==> config.mk <==
export PLATFORM = sky130hd
export DESIGN_NAME = gcng_ram
export DESIGN_NICKNAME = d
export VERILOG_FILES = /design/src/hdl/grid_cell_neighbor_gather_macros.svh /design/src/hdl/gcng_ram.sv
export SDC_FILE = /design/constraint.sdc
export NUM_CORES = 1
export LEC_CHECK = 0
export BUFFER_PORTS_ARGS = -buffer_cell sky130_fd_sc_hd__buf_4
export CAP_MARGIN = 15
export CORE_MARGIN = 1.5
export CORE_UTILIZATION = 35
export DETAILED_ROUTE_END_ITERATION = 8
export PLACE_DENSITY = 0.47
export SLEW_MARGIN = 20
export SYNTH_ARGS = -nofsm -noshare
export SYNTH_HDL_FRONTEND = slang
export SYNTH_SLANG_ARGS = --single-unit
==> constraint.sdc <==
create_clock -name clock -period 2.4 [get_ports clock]
set_input_delay 0.72 -clock clock [delete_from_list [all_inputs] [get_ports clock]]
set_output_delay 0.72 -clock clock [all_outputs]
set_load 0.02 [all_outputs]
==> src/hdl/grid_cell_neighbor_gather_macros.svh <==
// ----------------------------------------------------------------------------
// grid_cell_neighbor_gather_macros
// Assertion helpers shared by the grid gather block.
// ----------------------------------------------------------------------------
`ifndef GRID_CELL_NEIGHBOR_GATHER_MACROS_SVH
`define GRID_CELL_NEIGHBOR_GATHER_MACROS_SVH

// same-cycle implication
`define GCNG_ASSERT_IMPL(lbl, clk, rst, ante, cons, msg) \
   lbl: assert property (@(posedge clk) disable iff (rst) (ante) |-> (cons)) \
      else $error(msg);

// next-cycle implication
`define GCNG_ASSERT_NEXT(lbl, clk, rst, ante, cons, msg) \
   lbl: assert property (@(posedge clk) disable iff (rst) (ante) |=> (cons)) \
      else $error(msg);

`endif

==> src/hdl/gcng_ram.sv <==
// ----------------------------------------------------------------------------
// gcng_ram
// Simple dual-port RAM, one write port, one read port with registered data.
// ----------------------------------------------------------------------------
`default_nettype none

module gcng_ram #(
   parameter int WIDTH = 8,
   parameter int DEPTH = 16
) (
   input  wire logic                     clock,
   input  wire logic                     we,
   input  wire logic [$clog2(DEPTH)-1:0] waddr,
   input  wire logic [WIDTH-1:0]         wdata,
   input  wire logic                     re,
   input  wire logic [$clog2(DEPTH)-1:0] raddr,
   output      logic [WIDTH-1:0]         rdata
);

   logic [WIDTH-1:0] mem_ff [DEPTH];
   logic [WIDTH-1:0] rdata_ff;

   always_ff @(posedge clock) begin
      if (we) begin
         mem_ff[waddr] <= wdata;
      end
      // read data holds while no read is issued
      if (re) begin
         rdata_ff <= mem_ff[raddr];
      end
   end

   assign rdata = rdata_ff;

endmodule

`default_nettype wire

==> results_dict.tcl, run 1 <==
set metrics [dict create \
    multiInputGateArea_sq_um 1057 \
    final-hold-violation-count 0 \
    initial_core_util_pct 35.97 \
    cts.clk_slew.worst_paths_ps 50 \
    yosysSeqAreaShare_pct 78.12 \
    drv_slew 0 \
    cts_post_setup_buffers_inserted 0 \
    worstMarginPinSlew_ps 407.0 \
    die_y_um 125.2 \
    rsz0062_at_grt "no" \
    cts_tree "done" \
    static-leakage-power_nw 2.108 \
    synth_seq_cells 136 \
    synth_fp_nets 248 \
    drt-total-wl_um 10780 \
    netlist_instances 229 \
    nets 307 \
    row_count 44 \
    globalRouteTotalUtil_pct 15.19 \
    wl_per_cell_um 22.28 \
    diodes 0 \
    cap_violations 0 \
    yosysUniqueCellTypes 18 \
    worstPathArrival_ps 2050 \
    drive_gt1_share_pct 30.00 \
    synth_warnings 0 \
    htreeDepth 4 \
    hold_buffers 0 \
    status "complete, no violations" \
    startpoint_type "input port" \
    clkSinkCount 136 \
    worstSetupPathType "in -> reg" \
    clock_skew_ps 5.137 \
    grt_pass1_vias 2663 \
    port_buffers 26 \
    dp_cells 453 \
    syn_area_sq_um 5228 \
    die_w_um 125.2 \
    setup_tns_ps 0 \
    die-area_sq_um 15680 \
    cts_buffers 17 \
    cts_resized 0 \
    synthToLayoutAreaGrowth_pct 19.89 \
    drt_iter0_drc 160 \
    period_share_pct 79.14 \
    synth_area_per_cell_sq_um 22.83 \
    drc 0 \
    fmax_mhz 526.5 \
    dr.pass1.iters 4 \
    seq_area_sq_um 4084 \
    cp_max_fo 8 \
    rrSetupSlack_ps 880 \
    grt_max_degree 17 \
    postRouteAntennaNets 0 \
    clockBufferDepth 2 \
    grt-ovfl-total 0 \
    gp_congestion 0.6799 \
    via_count 2475 \
    critPathRequiredTime_ps 2550 \
    hp-class "in -> reg" \
    endpoint_kind "flip-flop" \
    antenna_found_initial 1 \
    min_period_ps 1899 \
    post_drt_via_cell_ratio 5.114 \
    max-vdd-ir-drop_v 0.0004685 \
    num-fill-cells 1286 \
    setup_violations 0 \
    stdcell_count 484 \
    dpl.hpwl_um 6755 \
    slew_headroom_pct 72.86 \
    grt_pass1_wl_um 16590 \
    pin_count 27 \
    root_buffer "clkbuf_16" \
    powerDensity_nw_per_um2 821.5 \
    core-area_sq_um 14530 \
    clk_latency_ps 410 \
]
[layout by cell type, fill, tap and decap left out, types with 3 or more instances in the layout]
| cell type | synthesis | routed |
|---|---|---|
| a22oi_1 | 16 | 16 |
| buf_12 | 0 | 3 |
| buf_4 | 1 | 47 |
| clkbuf_1 | 0 | 8 |
| clkbuf_16 | 0 | 17 |
| clkinv_2 | 0 | 4 |
| edfxtp_1 | 136 | 136 |
| mux4_1 | 14 | 14 |
| mux4_2 | 18 | 18 |
| nand2_1 | 9 | 9 |
| nor2_1 | 13 | 13 |
| nor3_1 | 4 | 4 |
[critical path: stages]
cell and delay (ps):
buf_4 190, buf_4 210, mux4_1 570, a22oi_1 270
nand2_1 90
[cells in the mapped netlist (all sizes together)]
| cell | n | area [sq um] |
|---|---|---|
| edfxtp | 136 | 4084 |
| mux4 | 32 | 773.2 |
| a22oi | 16 | 120.1 |
| nor2 | 13 | 48.80 |
| nand2 | 9 | 33.78 |
| buf | 7 | 56.30 |
| nor3 | 4 | 20.02 |
| clkdlybuf4s25 | 3 | 30.03 |
| nand2b | 2 | 12.51 |
| nand3b | 2 | 15.01 |
| and2 | 1 | 6.260 |
| and2b | 1 | 7.510 |
| nand3 | 1 | 5.000 |
| nor2b | 1 | 6.260 |
| or3b | 1 | 8.760 |
[sequential cells by signal (all words and copies together) (netlist names)]
register / cells
rdata: 8
mem_ff: 128
[per-layer routing]
layer | share of wire (%) | wire, um | vias up | GRT usage, %
met4 | 0.83 | 89 | 2 | 4.211
met5 | 0.12 | 13 | - | 0
met1 | 46 | 4996 | 1303 | 20.79
met2 | 47 | 5068 | 60 | 22.69
met3 | 5.7 | 615 | 9 | 6.033
li1 | - | - | 1101 | -
[area by class of cell]
type / instances / area share [%]
Clock buffer: 25 / 7.267
Tap cell: 184 / 3.673
Clock inverter: 6 / 0.4392
Multi-Input combinational cell: 83 / 16.87
Sequential cell: 136 / 65.16
Timing Repair Buffer: 50 / 6.588
[cell families after synthesis]
kind of cell,synth area share [%]
buf+inv,1.651
compound gates,2.298
mux,14.79
simple gates,3.136
flops,78.12
[power by group]
group / internal, W / switching, W
Sequential: 0.00268 / 0.0000137
Combinational: 0.000127 / 0.000155
Clock: 0.00130 / 0.000879
[metrics by stage]
step	instance area, sq um	hold WS [ps]	util [%]	setup WS [ps]	total power [W]
2_1_floorplan	5228	704.8	-	187.1	0.002886
3_3_place_gp	5784	741.4	39.80	60.69	0.003027
3_5_place_dp	5784	739.0	39.80	12.51	0.003030
4_1_cts	6267	598.9	43.12	459.0	0.005213
5_1_grt	6267	606.3	43.12	413.0	0.005341
6_report	6267	613.5	43.12	500.6	0.005149
[worst paths after layout]
| path | from | to | depth (start not counted) |
|---|---|---|---|
| setup / recovery | raddr[0] | rdata[5]$_DFFE_PP_ | 5 |
| hold / removal | wdata[2] | mem_ff[3][2]$_DFFE_PP_ | 1 |
| setup reg to reg | mem_ff[8][3]$_DFFE_PP_ | rdata[3]$_DFFE_PP_ | 3 |
| hold reg to reg | mem_ff[4][2]$_DFFE_PP_ | rdata[2]$_DFFE_PP_ | 3 |
Note: power is estimated with default switching activity, not from simulation.
==> inputs of run 2 (changes only) <==
--- a/config.mk
+++ b/config.mk
@@ -10,7 +10,7 @@
 export CORE_MARGIN = 1.5
 export CORE_UTILIZATION = 35
 export DETAILED_ROUTE_END_ITERATION = 8
-export PLACE_DENSITY = 0.47
+export PLACE_DENSITY = 0.49
 export SLEW_MARGIN = 20
 export SYNTH_ARGS = -nofsm -noshare
 export SYNTH_HDL_FRONTEND = slang
==> constraint.sdc (replaced) <==
create_clock -name clock -period 1.5 [get_ports clock]
set_input_delay 0.45 -clock clock [delete_from_list [all_inputs] [get_ports clock]]
set_output_delay 0.45 -clock clock [all_outputs]
set_load 0.02 [all_outputs]
==> run 2 against run 1 <==
Highest routed layer is now met4; critical endpoint is now rdata[2]; critical path depth is 4 lower; power is 80% higher; via count is 0.40% higher.
==> results_dict.tcl, run 2 (synthesis gave the netlist of run 1 again) <==
set metrics [dict create \
    min_period_ps 1467 \
    rsz0062_at_grt "yes" \
    postRouteAntennaNets 0 \
    root_buffer "clkbuf_16" \
    core-area_sq_um 14530 \
    drv_slew 0 \
    status "complete, no violations" \
    row_count 44 \
    static-leakage-power_nw 2.171 \
    multiInputGateArea_sq_um 1070 \
    clock_skew_ps 4.155 \
    drc 0 \
    stdcell_area_sq_um 6544 \
    max-vdd-ir-drop_v 0.0007763 \
    die_y_um 125.2 \
    die_w_um 125.2 \
    whs_ps 352.7 \
    cts.clk_slew.worst_paths_ps 60 \
    port_buffers 26 \
    final-hold-violation-count 0 \
    critPathRequiredTime_ps 1050 \
    post_drt_via_cell_ratio 5.082 \
    powerDensity_nw_per_um2 1417 \
    grt_pass1_wl_um 16530 \
    largest_reg_flops 128 \
    drt-total-wl_um 10850 \
    synthToLayoutAreaGrowth_pct 25.18 \
    cap_violations 0 \
    grt_max_degree 17 \
    num-fill-cells 1261 \
    dp_cells 457 \
    top_register "mem_ff" \
    grt_pass1_vias 2699 \
    worstSetupPathType "reg -> out" \
    grt-ovfl-total 0 \
    via_count 2485 \
    diodes 0 \
    dpl-instance-area_sq_um 5877 \
    fmax_mhz 681.7 \
    clockBufferDepth 2 \
    stdcell_count 489 \
    seq_area_sq_um 4084 \
    worstMarginPinSlew_ps 883.5 \
    slew_headroom_pct 40.98 \
    fin_ws_ps 33.02 \
    drt_iter0_drc 183 \
    place_ws_ps -479.3 \
    pin_count 27 \
    globalRouteTotalUtil_pct 14.87 \
    cp_slowest_cell "edfxtp_1" \
    clkSinkCount 136 \
    cts_tree "done" \
    cp_num_buf_inv 1 \
    final_common_cell "edfxtp_1" \
    cpLargestDelayFamily "flip-flops" \
    drive_gt1_share_pct 41.97 \
    hp-class "in -> reg" \
    cts_post_setup_buffers_inserted 0 \
    gp_congestion 0.7272 \
    die-area_sq_um 15680 \
    initial_core_util_pct 35.97 \
    cp_cell_sequence "buf_6" \
    period_share_pct 97.80 \
    layout_common_cells "edfxtp_1 (136), buf_4 (43), mux4_2 (31)" \
    worstPathArrival_ps 1020 \
    dpl.hpwl_um 7034 \
    startpoint_type "flip-flop" \
    nets 311 \
    clk_latency_ps 410 \
    critPathMaxStageDelay_ps 440 \
    wl_per_cell_um 22.18 \
    endpoint_kind "output port" \
    dr.pass1.iters 4 \
    setup_violations 0 \
    p_total_w 0.009270 \
    htreeDepth 4 \
    cts_buffers 17 \
    antenna_found_initial 0 \
    cp_max_fo 1 \
]
## run 2: metrics by stage
step                      setup TNS (ps)  utilization (%)
after floorplan                    -1616                -
after global placement            -11900            40.44
after detailed placement          -12930            40.44
after CTS                              0            44.93
after global routing              -12.91            45.02
final                                  0            45.02
## run 2: worst reg2reg max path, delay by kind of cell (launching register included)
family           cells  cell delay (ps)
multiplexers         1              500
flip-flops           1              370
AO/OA/AOI/OAI        1              230
AND/OR/NAND/NOR      1               80
## run 2: cell type report
type	instances	share of cell area, %
clock buffer	18	6.558
tap	184	3.518
sequential	136	62.41
multi-input combinational	83	16.35
timing repair buffer	54	8.031
clock inverter	14	3.136
## run 2: report_power, final
group / switching [W] / total, W / internal, W
clock: 0.00153 / 0.00446 / 0.00293
sequential: 0.0000255 / 0.00431 / 0.00428
combinational: 0.000267 / 0.000502 / 0.000234
## run 2: worst paths after layout
| path | start | end | slack, ps | depth (start not counted) |
|---|---|---|---|---|
| max | rdata[2]$_DFFE_PP_ | rdata[2] | 30 | 1 |
| max reg2reg | mem_ff[11][3]$_DFFE_PP_ | rdata[3]$_DFFE_PP_ | 80 | 3 |
| min | wdata[4] | mem_ff[12][4]$_DFFE_PP_ | 350 | 1 |
| min reg2reg | mem_ff[6][7]$_DFFE_PP_ | rdata[7]$_DFFE_PP_ | 760 | 3 |
## run 2: per-layer routing
layer,track usage [%],up-vias,share of wire (%)
met1,19.61,1327,46
li1,-,1092,-
met3,4.022,12,3.1
met5,0,-,0
met4,5.013,0,1.1
met2,24.01,54,50
## run 2: repair_timing
| item | in CTS | in global routing |
|---|---|---|
| hold buffers | 0 | 0 |
| resized for setup | 4 | 3 |
| setup endpoints to repair | 4 | 4 |
| gates cloned | 0 | 0 |
==> inputs of run 3 (changes only) <==
--- a/config.mk
+++ b/config.mk
@@ -11,6 +11,7 @@
 export CORE_UTILIZATION = 35
 export DETAILED_ROUTE_END_ITERATION = 8
 export PLACE_DENSITY = 0.49
+export SETUP_SLACK_MARGIN = 0.3
 export SLEW_MARGIN = 20
 export SYNTH_ARGS = -nofsm -noshare
 export SYNTH_HDL_FRONTEND = slang
==> run 3 against run 2 <==
Cell count grew 3.9%; sequential share of layout area is 4.0 points lower; global-route usage rose by 0.10 points; sequential power barely moved; combinational power rose by 24%; setup slack worse by 18 ps; design area is 6.9% higher; register-to-register slack got worse by 60 ps; core utilization increased by 3.1 points; power is 5.6% lower; clock power decreased by 14%; sequential cell count is the same; largest cell class unchanged; largest power group is now sequential cells.
==> results_dict.tcl, run 3 (synthesis gave the netlist of run 1 again) <==
set metrics [dict create \
    status "complete, no violations" \
    final_common_cell "edfxtp_1" \
    grt_pass1_wl_um 16940 \
    dpl.hpwl_um 7228 \
    drc 0 \
    clkSinkCount 136 \
    num-fill-cells 1214 \
    worstSetupPathType "reg -> reg" \
    static-leakage-power_nw 2.329 \
    drive_gt1_share_pct 48.46 \
    critPathRequiredTime_ps 1640 \
    r2r-start "mem_ff[2][4]$_DFFE_PP_" \
    worstPathArrival_ps 1630 \
    root_buffer "clkbuf_16" \
    final-hold-violation-count 0 \
    slew_headroom_pct 42.16 \
    drt_iter0_drc 222 \
    cts_tree "done" \
    hold_buffers 0 \
    synthToLayoutAreaGrowth_pct 33.80 \
    final_core_util_pct 48.12 \
    fin_ws_ps 15.45 \
    grt_pass1_vias 2771 \
    endpoint_kind "flip-flop" \
    clock_skew_ps 5.512 \
    cap_violations 0 \
    worstMarginPinSlew_ps 864.5 \
    initial_core_util_pct 35.97 \
    post_drt_via_cell_ratio 5.033 \
    layout_common_cells "edfxtp_1 (136), buf_4 (33), mux4_2 (31)" \
    critPathMaxStageDelay_ps 500 \
    port_buffers 26 \
    startpoint_type "flip-flop" \
    drv_slew 0 \
    die_w_um 125.2 \
    rsz0062_at_grt "yes" \
    core-area_sq_um 14530 \
    hp-class "in -> reg" \
    row_count 44 \
    max-vdd-ir-drop_v 0.0006478 \
    gp_congestion 0.7198 \
    globalRouteTotalUtil_pct 14.97 \
    largest_reg_flops 128 \
    die-area_sq_um 15680 \
    cp_slowest_cell "mux4_2" \
    cts.clk_slew.worst_paths_ps 60 \
    top_register "mem_ff" \
    cp_max_fo 1 \
    dr.pass1.iters 4 \
    grt-ovfl-total 0 \
    clockBufferDepth 2 \
    antenna_found_initial 0 \
    powerDensity_nw_per_um2 1251 \
    die_y_um 125.2 \
    stdcell_area_sq_um 6994 \
    min_period_ps 1485 \
    worstHoldStart "re" \
    diodes 0 \
    startpoint "mem_ff[2][4]$_DFFE_PP_" \
    via_count 2557 \
    pin_count 27 \
    postRouteAntennaNets 0 \
    period_share_pct 98.97 \
    cts_buffers 17 \
    dpl-instance-area_sq_um 6261 \
    setup_violations 0 \
    clk_latency_ps 400 \
    nets 330 \
    fmax_mhz 673.6 \
    cp_cell_sequence "mux4_2 -> a22oi_2 -> buf_4 -> nand2_2" \
    grt_max_degree 19 \
    place_ws_ps -579.1 \
    drt-total-wl_um 10830 \
    htreeDepth 4 \
    wl_per_cell_um 21.33 \
]
==> run 3: final timing paths <==
| path | to | slack (ps) | cells past startpoint |
|---|---|---|---|
| worst min-delay path | rdata[3]$_DFFE_PP_ | 350 | 1 |
| worst min register to register | rdata[3]$_DFFE_PP_ | 760 | 3 |
| worst max-delay path | rdata[4]$_DFFE_PP_ | 20 | 4 |
| worst max register to register | rdata[4]$_DFFE_PP_ | 20 | 4 |
==> run 3: metrics by stage <==
stage | total power [W] | setup TNS [ps] | hold slack [ps] | std cells
floorplan | 0.004664 | -1857 | 548.9 | 229
global placement | 0.004951 | -16290 | 737.7 | 471
detailed placement | 0.004959 | -16430 | 739.3 | 471
CTS | 0.008838 | -16.26 | 343.0 | 506
global route | 0.009041 | -34.05 | 335.2 | 508
finish | 0.008747 | 0 | 349.7 | 508
==> run 3: final cells by class <==
| cell class | instances | area [sq um] | area share (%) |
|---|---|---|---|
| clock buffers | 20 | 436.7 | 6.243 |
| repair buffers | 73 | 928.4 | 13.27 |
| flip-flops and latches | 136 | 4084 | 58.39 |
| clock inverters | 12 | 108.9 | 1.556 |
| well taps | 184 | 230.2 | 3.292 |
| multi-input cells | 83 | 1206 | 17.25 |
==> run 3: routing by layer <==
layer  up-vias  part of all wire, %  global-route usage [%]
li1       1133                    -                       -
met1      1368                   47                   20.67
met2        47                   49                   23.24
met3         9                  2.8                   3.295
met4         0                  1.3                   6.016
met5         -                    0                       0
==> run 3: where the power goes <==
group	leakage, nW	internal [W]	switching, W
clock	0.270	0.00241	0.00141
combinational	0.823	0.000315	0.000306
sequential	1.24	0.00428	0.0000263
==> run 3: critical path: cells and delay by family, from the launching register on <==
family / cells / cell delay (ps)
muxes: 1 / 500
DFF: 1 / 350
AOI/OAI and AO/OA: 1 / 190
buffers and inverters: 1 / 130
and+or+nand+nor: 1 / 50
==> run 3: what timing repair did <==
item,CTS,global route
gates resized for setup,26,1
cloned,1,0
pin swaps,8,3
setup buffers,2,2
setup endpoints to repair,64,88
