File: config.mk
export PLATFORM = sky130hd
export DESIGN_NAME = gcng_bin
export DESIGN_NICKNAME = d
export VERILOG_FILES = /design/src/hdl/grid_cell_neighbor_gather_macros.svh /design/src/hdl/gcng_pkg.sv /design/src/hdl/gcng_bin.sv
export SDC_FILE = /design/constraint.sdc
export NUM_CORES = 1
export LEC_CHECK = 0
export BUFFER_PORTS_ARGS = -buffer_cell sky130_fd_sc_hd__buf_2
export CORE_MARGIN = 2
export CORE_UTILIZATION = 30
export CTS_CLUSTER_DIAMETER = 50
export CTS_CLUSTER_SIZE = 8
export DETAILED_ROUTE_END_ITERATION = 10
export GPL_ROUTABILITY_DRIVEN = 0
export GPL_TIMING_DRIVEN = 0
export PLACE_DENSITY = 0.48
export SYNTH_ARGS = -nofsm -noshare
export SYNTH_HDL_FRONTEND = slang
export SYNTH_SLANG_ARGS = --single-unit
export TNS_END_PERCENT = 20
File: constraint.sdc
create_clock -name clock -period 7.4 [get_ports clock]
set_input_delay 0.37 -clock clock [delete_from_list [all_inputs] [get_ports clock]]
set_output_delay 0.37 -clock clock [all_outputs]
set_load 0.03 [all_outputs]
File: src/hdl/grid_cell_neighbor_gather_macros.svh
// ----------------------------------------------------------------------------
// grid_cell_neighbor_gather_macros
// Assertion helpers shared by the grid gather block.
// ----------------------------------------------------------------------------
`ifndef GRID_CELL_NEIGHBOR_GATHER_MACROS_SVH
`define GRID_CELL_NEIGHBOR_GATHER_MACROS_SVH

// same-cycle implication
`define GCNG_ASSERT_IMPL(lbl, clk, rst, ante, cons, msg) \
   lbl: assert property (@(posedge clk) disable iff (rst) (ante) |-> (cons)) \
      else $error(msg);

// next-cycle implication
`define GCNG_ASSERT_NEXT(lbl, clk, rst, ante, cons, msg) \
   lbl: assert property (@(posedge clk) disable iff (rst) (ante) |=> (cons)) \
      else $error(msg);

`endif

File: src/hdl/gcng_pkg.sv
// ----------------------------------------------------------------------------
// gcng_pkg
// Shared types and constants of the grid cell neighbor gather block.
// ----------------------------------------------------------------------------
`default_nettype none

package gcng_pkg;

   localparam int DEF_MAX_GRID_DIM  = 16;
   localparam int DEF_CELL_CAP      = 32;
   localparam int DEF_MAX_NEIGHBORS = 64;

   localparam int ID_W    = 24;
   localparam int COORD_W = 24;
   localparam int SCALE_W = 24;
   localparam int GRID_W  = 5;
   localparam int NBR_W   = 7;
   localparam int CMD_W   = 2;
   localparam int KIND_W  = 3;
   localparam int CSR_AW  = 2;
   localparam int CSR_DW  = 24;
   localparam int PROD_W  = COORD_W + SCALE_W;

   localparam logic [CSR_AW-1:0] REG_GRID_SIZE  = 2'd0;
   localparam logic [CSR_AW-1:0] REG_CELL_SCALE = 2'd1;
   localparam logic [CSR_AW-1:0] REG_MAX_NBR    = 2'd2;

   localparam logic [GRID_W-1:0]  RST_GRID_SIZE  = 5'd16;
   localparam logic [SCALE_W-1:0] RST_CELL_SCALE = 24'd65536;
   localparam logic [NBR_W-1:0]   RST_MAX_NBR    = 7'd64;

   typedef enum logic [CMD_W-1:0] {
      CMD_INSERT = 2'd0,
      CMD_QUERY  = 2'd1,
      CMD_CLEAR  = 2'd2,
      CMD_NOP    = 2'd3
   } cmd_type;

   typedef enum logic [KIND_W-1:0] {
      KIND_INSERTED = 3'd0,
      KIND_FULL     = 3'd1,
      KIND_NEIGHBOR = 3'd2,
      KIND_NONE     = 3'd3,
      KIND_CLEARED  = 3'd4
   } kind_type;

   typedef enum logic [3:0] {
      ST_CLEAR,
      ST_CLR_RSP,
      ST_IDLE,
      ST_BIN,
      ST_INS_CHK,
      ST_Q_CELL,
      ST_Q_FILL,
      ST_Q_RD,
      ST_Q_EMIT,
      ST_Q_DONE
   } state_type;

endpackage

`default_nettype wire

File: src/hdl/gcng_bin.sv
// ----------------------------------------------------------------------------
// gcng_bin
// Shared multiplier that bins the three coordinates one after another.
// ----------------------------------------------------------------------------
`default_nettype none

module gcng_bin import gcng_pkg::*; #(
   parameter int MAX_GRID_DIM = DEF_MAX_GRID_DIM
) (
   input  wire logic                             clock,
   input  wire logic                             reset,
   input  wire logic                             start,
   input  wire logic [COORD_W-1:0]               coord_x,
   input  wire logic [COORD_W-1:0]               coord_y,
   input  wire logic [COORD_W-1:0]               coord_z,
   input  wire logic [SCALE_W-1:0]               cell_scale,
   input  wire logic [$clog2(MAX_GRID_DIM)-1:0]  gmax,
   output      logic                             done,
   output      logic [$clog2(MAX_GRID_DIM)-1:0]  cell_x,
   output      logic [$clog2(MAX_GRID_DIM)-1:0]  cell_y,
   output      logic [$clog2(MAX_GRID_DIM)-1:0]  cell_z
);

   localparam int CW = $clog2(MAX_GRID_DIM);
   localparam int HI_W = PROD_W - 32;

   logic                busy_ff, busy_in;
   logic [1:0]          cnt_ff, cnt_in;
   logic [COORD_W-1:0]  c0_ff, c1_ff, c2_ff;
   logic [PROD_W-1:0]   prod_ff;
   logic                pvld_ff, plast_ff, done_ff;
   logic [CW-1:0]       cx_ff, cy_ff, cz_ff;
   logic [HI_W-1:0]     hi;
   logic [CW-1:0]       clamped;

   always_comb begin
      busy_in = busy_ff;
      cnt_in  = cnt_ff;
      if (start) begin
         busy_in = 1'b1;
         cnt_in  = 2'd0;
      end else if (busy_ff) begin
         cnt_in = cnt_ff + 2'd1;
         if (cnt_ff == 2'd2) begin
            busy_in = 1'b0;
         end
      end
   end

   // integer part of the Q16.32 product, clamped to the grid
   assign hi      = prod_ff[PROD_W-1:32];
   assign clamped = (hi > HI_W'(gmax)) ? gmax : CW'(hi);

   always_ff @(posedge clock) begin
      if (reset) begin
         busy_ff  <= 1'b0;
         cnt_ff   <= 2'd0;
         pvld_ff  <= 1'b0;
         plast_ff <= 1'b0;
         done_ff  <= 1'b0;
      end else begin
         busy_ff  <= busy_in;
         cnt_ff   <= cnt_in;
         pvld_ff  <= busy_ff;
         plast_ff <= busy_ff && (cnt_ff == 2'd2);
         done_ff  <= plast_ff;
      end
   end

   always_ff @(posedge clock) begin
      if (start) begin
         c0_ff <= coord_x;
         c1_ff <= coord_y;
         c2_ff <= coord_z;
      end else if (busy_ff) begin
         c0_ff <= c1_ff;
         c1_ff <= c2_ff;
      end
      if (busy_ff) begin
         prod_ff <= PROD_W'(c0_ff) * PROD_W'(cell_scale);
      end
      // x comes out first and ends in cx after three shifts
      if (pvld_ff) begin
         cz_ff <= clamped;
         cy_ff <= cz_ff;
         cx_ff <= cy_ff;
      end
   end

   assign done   = done_ff;
   assign cell_x = cx_ff;
   assign cell_y = cy_ff;
   assign cell_z = cz_ff;

endmodule

`default_nettype wire

==> results of run 1 <==
==> Yosys cell counts, types with 3 or more instances <==
cell type  count  area, sq um
mux2_2        51          574
nand2b_1       4         25.0
nand4_1        3         18.8
nor4_1         4         25.0
nand2_1      293         1100
xnor2_1       12          105
fa_1         481         9630
and2_1       295         1850
o21ai_0       15         75.1
inv_1        563         2110
edfxtp_1     100         3000
a211oi_1       4         30.0
nor2b_1        5         31.3
xor2_1         8         70.1
a21oi_1       22          110
nand3_1        6         30.0
ha_1         175         2190
nor2_1        11         41.3
dfxtp_1        6          120
clkbuf_1     102          383
a21o_1         4         30.0
==> worst max-delay path, delay by kind of cell <==
kind | cells | cell delay [ns]
AND/OR/NAND/NOR | 5 | 1.09
buffers and inverters | 7 | 1.08
AO/OA/AOI/OAI | 5 | 1.07
adder cells (fa/ha/maj) | 8 | 3.92
==> per-layer routing <==
| layer | vias to the layer above | global-route usage, % | wire length [microns] |
|---|---|---|---|
| met2 | 564 | 30.6 | 31200 |
| met5 | - | 0 | 37 |
| met3 | 104 | 3.30 | 5520 |
| li1 | 6733 | - | - |
| met4 | 6 | 6.02 | 2110 |
| met1 | 7964 | 26.3 | 29300 |
==> placed cells by master, fill, tap and decap left out, drive strengths merged, types with 3 or more instances in the layout <==
cell      n
inv     565
fa      481
and2    297
nand2   293
ha      175
buf     159
clkbuf  102
edfxtp  100
mux2     51
a21oi    22
o21ai    15
xnor2    12
nor2     11
xor2      8
nand3     7
dfxtp     6
diode     5
nor2b     5
nor4      5
a21o      4
nand2b    4
clkinv    4
a211oi    4
nand4     3
or2       3
==> state kept, by name, summed over array words and instances (netlist names), 2 cells and up <==
| signal | cells |
|---|---|
| cell_z | 4 |
| cell_y | 4 |
| c0_ff | 24 |
| cnt_ff | 2 |
| prod_ff | 16 |
| c1_ff | 24 |
| cell_x | 4 |
| c2_ff | 24 |
==> per-stage QoR <==
| stage | cell area [sq um] | worst slack, ns | TNS (ns) | hold slack (ns) | utilization, % |
|---|---|---|---|---|---|
| 5_1_grt | 24600 | -0.210 | -1.03 | 0.143 | 34.3 |
| 3_3_place_gp | 23600 | -1.06 | -13.88 | 0.426 | 32.9 |
| 2_1_floorplan | 21900 | 0.874 | 0 | 0.414 | - |
| 3_5_place_dp | 23600 | -1.05 | -13.58 | 0.426 | 32.9 |
| 6_report | 24700 | 0.00275 | 0 | 0.160 | 34.3 |
| 4_1_cts | 24600 | -0.0406 | -0.119 | 0.138 | 34.2 |
==> final cells by class <==
cell class / instances / area [sq um]
diodes: 5 / 12.5
plain buffers: 102 / 669
clock buffers: 9 / 225
clock inverters: 7 / 82.6
fillers: 7487 / 47200
inverters: 563 / 2110
multi-input cells: 1425 / 16300
flip-flops and latches: 106 / 3120
well taps: 950 / 1190
repair buffers: 150 / 920
==> what timing repair did <==
action | in CTS | in global routing
resized for setup | 125 | 46
pin swaps | 22 | 6
hold endpoints to repair | 0 | 0
setup endpoints to repair | 16 | 15
setup buffers | 33 | 3
==> logic make-up after synthesis <==
logic type | after synthesis | share of synthesized area (%)
multiplexers | 51 | 2.63
XOR/XNOR | 20 | 0.802
AO/OA/AOI/OAI | 63 | 1.98
flip-flops | 106 | 14.3
AND/OR/NAND/NOR | 635 | 14.8
adder cells (fa/ha/maj) | 656 | 54.1
buffers and inverters | 665 | 11.4
==> worst max-delay path by stage <==
stage	startpoint	endpoint	cells past startpoint
5_1_grt	cell_scale[16]	prod_ff[46]$_DFFE_PP_	26
2_1_floorplan	cell_scale[9]	prod_ff[45]$_DFFE_PP_	24
3_5_place_dp	c0_ff[14]$_DFFE_PP_	prod_ff[47]$_DFFE_PP_	24
6_report	cell_scale[14]	prod_ff[46]$_DFFE_PP_	25
4_1_cts	c0_ff[5]$_DFFE_PP_	prod_ff[47]$_DFFE_PP_	24
3_3_place_gp	c0_ff[13]$_DFFE_PP_	prod_ff[47]$_DFFE_PP_	22
==> results.py, run 1 <==
metrics = {
    "status": {
        "status": "finished clean",
    },
    "setup_path": {
        "cp.required_ns": 7.60,
        "r2r-end": "prod_ff[46]$_DFFE_PP_",
        "critPathLaunchType": "primary input",
        "crit_path_max_incr_delay_ns": 0.58,
        "cp-end-kind": "register",
        "reg2reg_slack_ns": 0.02,
        "crit_slowest_cell": "fa_2",
        "critical_path.most_common_cell": "fa_1",
        "worstPathMaxFanout": 10,
        "path_class": "in -> reg",
        "r2r_cells": 21,
        "rr_startpoint": "c0_ff[2]$_DFFE_PP_",
        "cp.arrival_ns": 7.60,
    },
    "clock_network": {
        "numCtsBuffers": 9,
        "cts_tree": "done",
        "clock_latency_ns": 0.38,
        "cts-root-buf": "clkbuf_16",
        "cts_buffer_depth": 2,
        "cts_max_level": 3,
        "path_clk_slew_ns": 0.09,
        "clock_sinks": 106,
        "hold_buffers": 0,
    },
    "final_layout": {
        "drive_gt1_share_pct": 13.4,
        "final_nets": 3116,
        "area_growth_pct": 12.8,
        "stdcell_count": 3317,
    },
    "timing": {
        "relSlewSlack_pct": 23.5,
        "rsz0062_at_grt": "yes",
        "post-route-period-util_pct": 100,
        "finalClockSkew_ns": 0.0143,
        "fin_crit_ns": 7.40,
        "slew_viol_final": 0,
        "tightest_slew_ns": 1.15,
        "max_freq_mhz": 135,
        "setup-violations-final": 0,
        "hold_violations": 0,
    },
    "logic_synthesis": {
        "syn-cell-area_sq_um": 21900,
        "synthArstFlopShare_pct": 0,
        "avgSynthCellArea_sq_um": 9.95,
        "synth_top_flop_cell": "edfxtp_1",
        "yosysUniqueCellTypes": 46,
        "synthesis.nets": 2955,
        "synth_enable_flop_cells": 100,
        "yosysSeqAreaShare_pct": 14.3,
        "ys_ff_latch": 106,
        "synthCells": 2196,
        "ys_warn_count": 0,
    },
    "hold_path": {
        "worstHoldPathCells": 1,
        "min_path_type": "in -> reg",
        "hold_path_end": "c2_ff[16]$_DFFE_PP_",
        "hp-start": "coord_z[16]",
    },
    "floorplan": {
        "dieArea_sq_um": 75000,
        "core-area_sq_um": 71900,
        "row_count": 98,
        "start_util_pct": 30.4,
        "die_w_microns": 274,
        "ioPinCount": 116,
        "die_h_microns": 274,
    },
    "detailed_routing": {
        "drt-initial-drc-count": 1008,
        "drt-vias-per-instance": 4.63,
        "route.vias.total": 15400,
        "post_drt_wl_per_cell_microns": 20.5,
        "routed_wl_microns": 68200,
        "drc": 0,
        "final_antenna_net_count": 0,
        "first_pass_iters": 5,
    },
    "placement": {
        "dp_hpwl_microns": 56100,
        "numPlacedInstances": 3261,
        "io_buffers": 115,
    },
    "global_route": {
        "antenna_found_initial": 8,
        "grt_start_max_net_pins": 49,
        "first_global_vias": 17200,
        "grt.total_usage_pct": 19.1,
        "overflow": 0,
        "grt_pass1_wl_microns": 105000,
    },
    "flow_run": {
        "cap_viol_max_count": 0,
    },
}
Power of run 1 is not shown: default switching activity piles up to over one toggle a cycle in this logic, so the estimate is an artifact.
==> run 2: changes to the inputs <==
- CELL_PAD_IN_SITES_DETAIL_PLACEMENT: not set -> 0
- CELL_PAD_IN_SITES_GLOBAL_PLACEMENT: not set -> 2
- PLACE_DENSITY: 0.48 -> 0.66
==> results.py, run 2 (same netlist as run 1, synthesis figures left out) <==
metrics = {
    "status": {
        "status": "finished, violations left",
        "failed_checks": "setup timing",
    },
    "hold_path": {
        "min_path_type": "in -> reg",
    },
    "setup_path": {
        "path_class": "reg -> reg",
        "crit_path_max_incr_delay_ns": 0.65,
        "cp_cell_sequence": "clkbuf_8, and2_4, fa_1, inv_1, fa_1, inv_1, fa_1, fa_2, fa_2, fa_1, inv_2, fa_2, inv_2, ha_4, nand3_4, or2_4, nor4_4, o311ai_4, and2_4, o2111ai_4, and2_4, a211oi_4, xnor2_1",
        "cp.arrival_ns": 7.58,
        "cp.required_ns": 7.51,
        "crit_slowest_cell": "fa_2",
        "worstPathMaxFanout": 3,
        "critical_path.most_common_cell": "fa_1",
        "cp-end-kind": "register",
        "critPathLaunchType": "register",
    },
    "timing": {
        "slew_viol_final": 0,
        "layout_setup_ws_ns": -0.0690,
        "rsz0062_at_grt": "yes",
        "tightest_slew_ns": 1.11,
        "finalClockSkew_ns": 0.0125,
        "relSlewSlack_pct": 25.8,
        "setup_tns_ns": -0.160,
        "holdWs_ns": 0.177,
        "hold_violations": 0,
        "fin_crit_ns": 7.47,
        "post-route-period-util_pct": 101,
        "setup-violations-final": 5,
        "max_freq_mhz": 134,
    },
    "detailed_routing": {
        "final_antenna_net_count": 0,
        "routed_wl_microns": 71600,
        "drt-initial-drc-count": 860,
        "first_pass_iters": 5,
        "post_drt_wl_per_cell_microns": 21.5,
        "drt-vias-per-instance": 4.58,
        "route.vias.total": 15300,
        "drc": 0,
    },
    "clock_network": {
        "cts-root-buf": "clkbuf_16",
        "hold_buffers": 0,
        "clock_sinks": 106,
        "cts_tree": "done",
        "clock_latency_ns": 0.37,
        "cts_buffer_depth": 2,
        "numCtsBuffers": 9,
        "path_clk_slew_ns": 0.08,
        "cts_max_level": 3,
    },
    "floorplan": {
        "core-area_sq_um": 71900,
        "row_count": 98,
        "ioPinCount": 116,
        "die_h_microns": 274,
        "dieArea_sq_um": 75000,
        "die_w_microns": 274,
        "start_util_pct": 30.4,
    },
    "placement": {
        "dpl_cell_area_sq_um": 23600,
        "io_buffers": 115,
        "dp_hpwl_microns": 58900,
    },
    "final_layout": {
        "layout_common_cells": "inv_1, fa_1, nand2_1",
        "drive_gt1_share_pct": 15.4,
        "design_area_sq_um": 24900,
        "final_common_cell": "inv_1",
        "area_growth_pct": 14.1,
        "final_nets": 3133,
        "reg.largest.list": "c0_ff: 24 flops, c1_ff: 24 flops, c2_ff: 24 flops",
    },
    "global_route": {
        "grt.total_usage_pct": 19.9,
        "overflow": 0,
        "grt_pass1_wl_microns": 108000,
        "grt_start_max_net_pins": 49,
        "first_global_vias": 17200,
        "antenna_found_initial": 4,
    },
    "flow_run": {
        "cap_viol_max_count": 0,
    },
}
[run 2: worst paths after layout]
check | startpoint | end | slack, ns | cells past startpoint
worst max-delay path | c0_ff[6]$_DFFE_PP_ | prod_ff[47]$_DFFE_PP_ | -0.07 | 23
worst min-delay path | coord_z[11] | c2_ff[11]$_DFFE_PP_ | 0.18 | 1
worst max register to register | c0_ff[6]$_DFFE_PP_ | prod_ff[47]$_DFFE_PP_ | -0.07 | 23
worst min register to register | cell_z[3]$_DFFE_PP_ | cell_y[3]$_DFFE_PP_ | 0.45 | 0
[run 2: through the flow]
stage	utilization (%)	worst slack, ns	std cells
2_1_floorplan	-	0.874	2196
3_3_place_gp	32.9	-1.34	3261
3_5_place_dp	32.9	-1.34	3261
4_1_cts	34.4	-0.108	3320
5_1_grt	34.7	-0.277	3328
6_report	34.7	-0.0690	3337
[run 2: critical path, delay by kind of cell, from the launching register on]
| family | cells | cell delay, ns |
|---|---|---|
| AO/OA/AOI/OAI | 3 | 0.59 |
| flip-flops | 1 | 0.58 |
| AND/OR/NAND/NOR | 6 | 1.40 |
| buffers and inverters | 5 | 0.44 |
| XOR/XNOR | 1 | 0.15 |
| adder cells (fa/ha/maj) | 8 | 4.03 |
[run 2: final cells by class]
class,instances,area (sq um)
multi-input combinational,1425,16500
clock inverter,6,47.5
inverter,563,2110
tap,950,1190
fill,7506,46900
antenna,9,22.5
timing repair buffer,169,1050
sequential,106,3120
clock buffer,9,225
buffer,100,689
[run 2: layer usage]
metal | routed length (microns) | up-vias | global-route usage (%)
met5 | 0 | - | 0
met2 | 33500 | 438 | 32.3
li1 | - | 6766 | -
met4 | 2170 | 0 | 5.96
met1 | 31500 | 8000 | 27.2
met3 | 4480 | 77 | 3.39
[run 2: repair_timing]
| item | CTS | global route |
|---|---|---|
| setup buffers | 45 | 10 |
| pin swaps | 31 | 24 |
| resized for setup | 155 | 59 |
| hold endpoints to repair | 0 | 0 |
| setup endpoints to repair | 16 | 15 |
Power of run 2 is left out for the same reason.
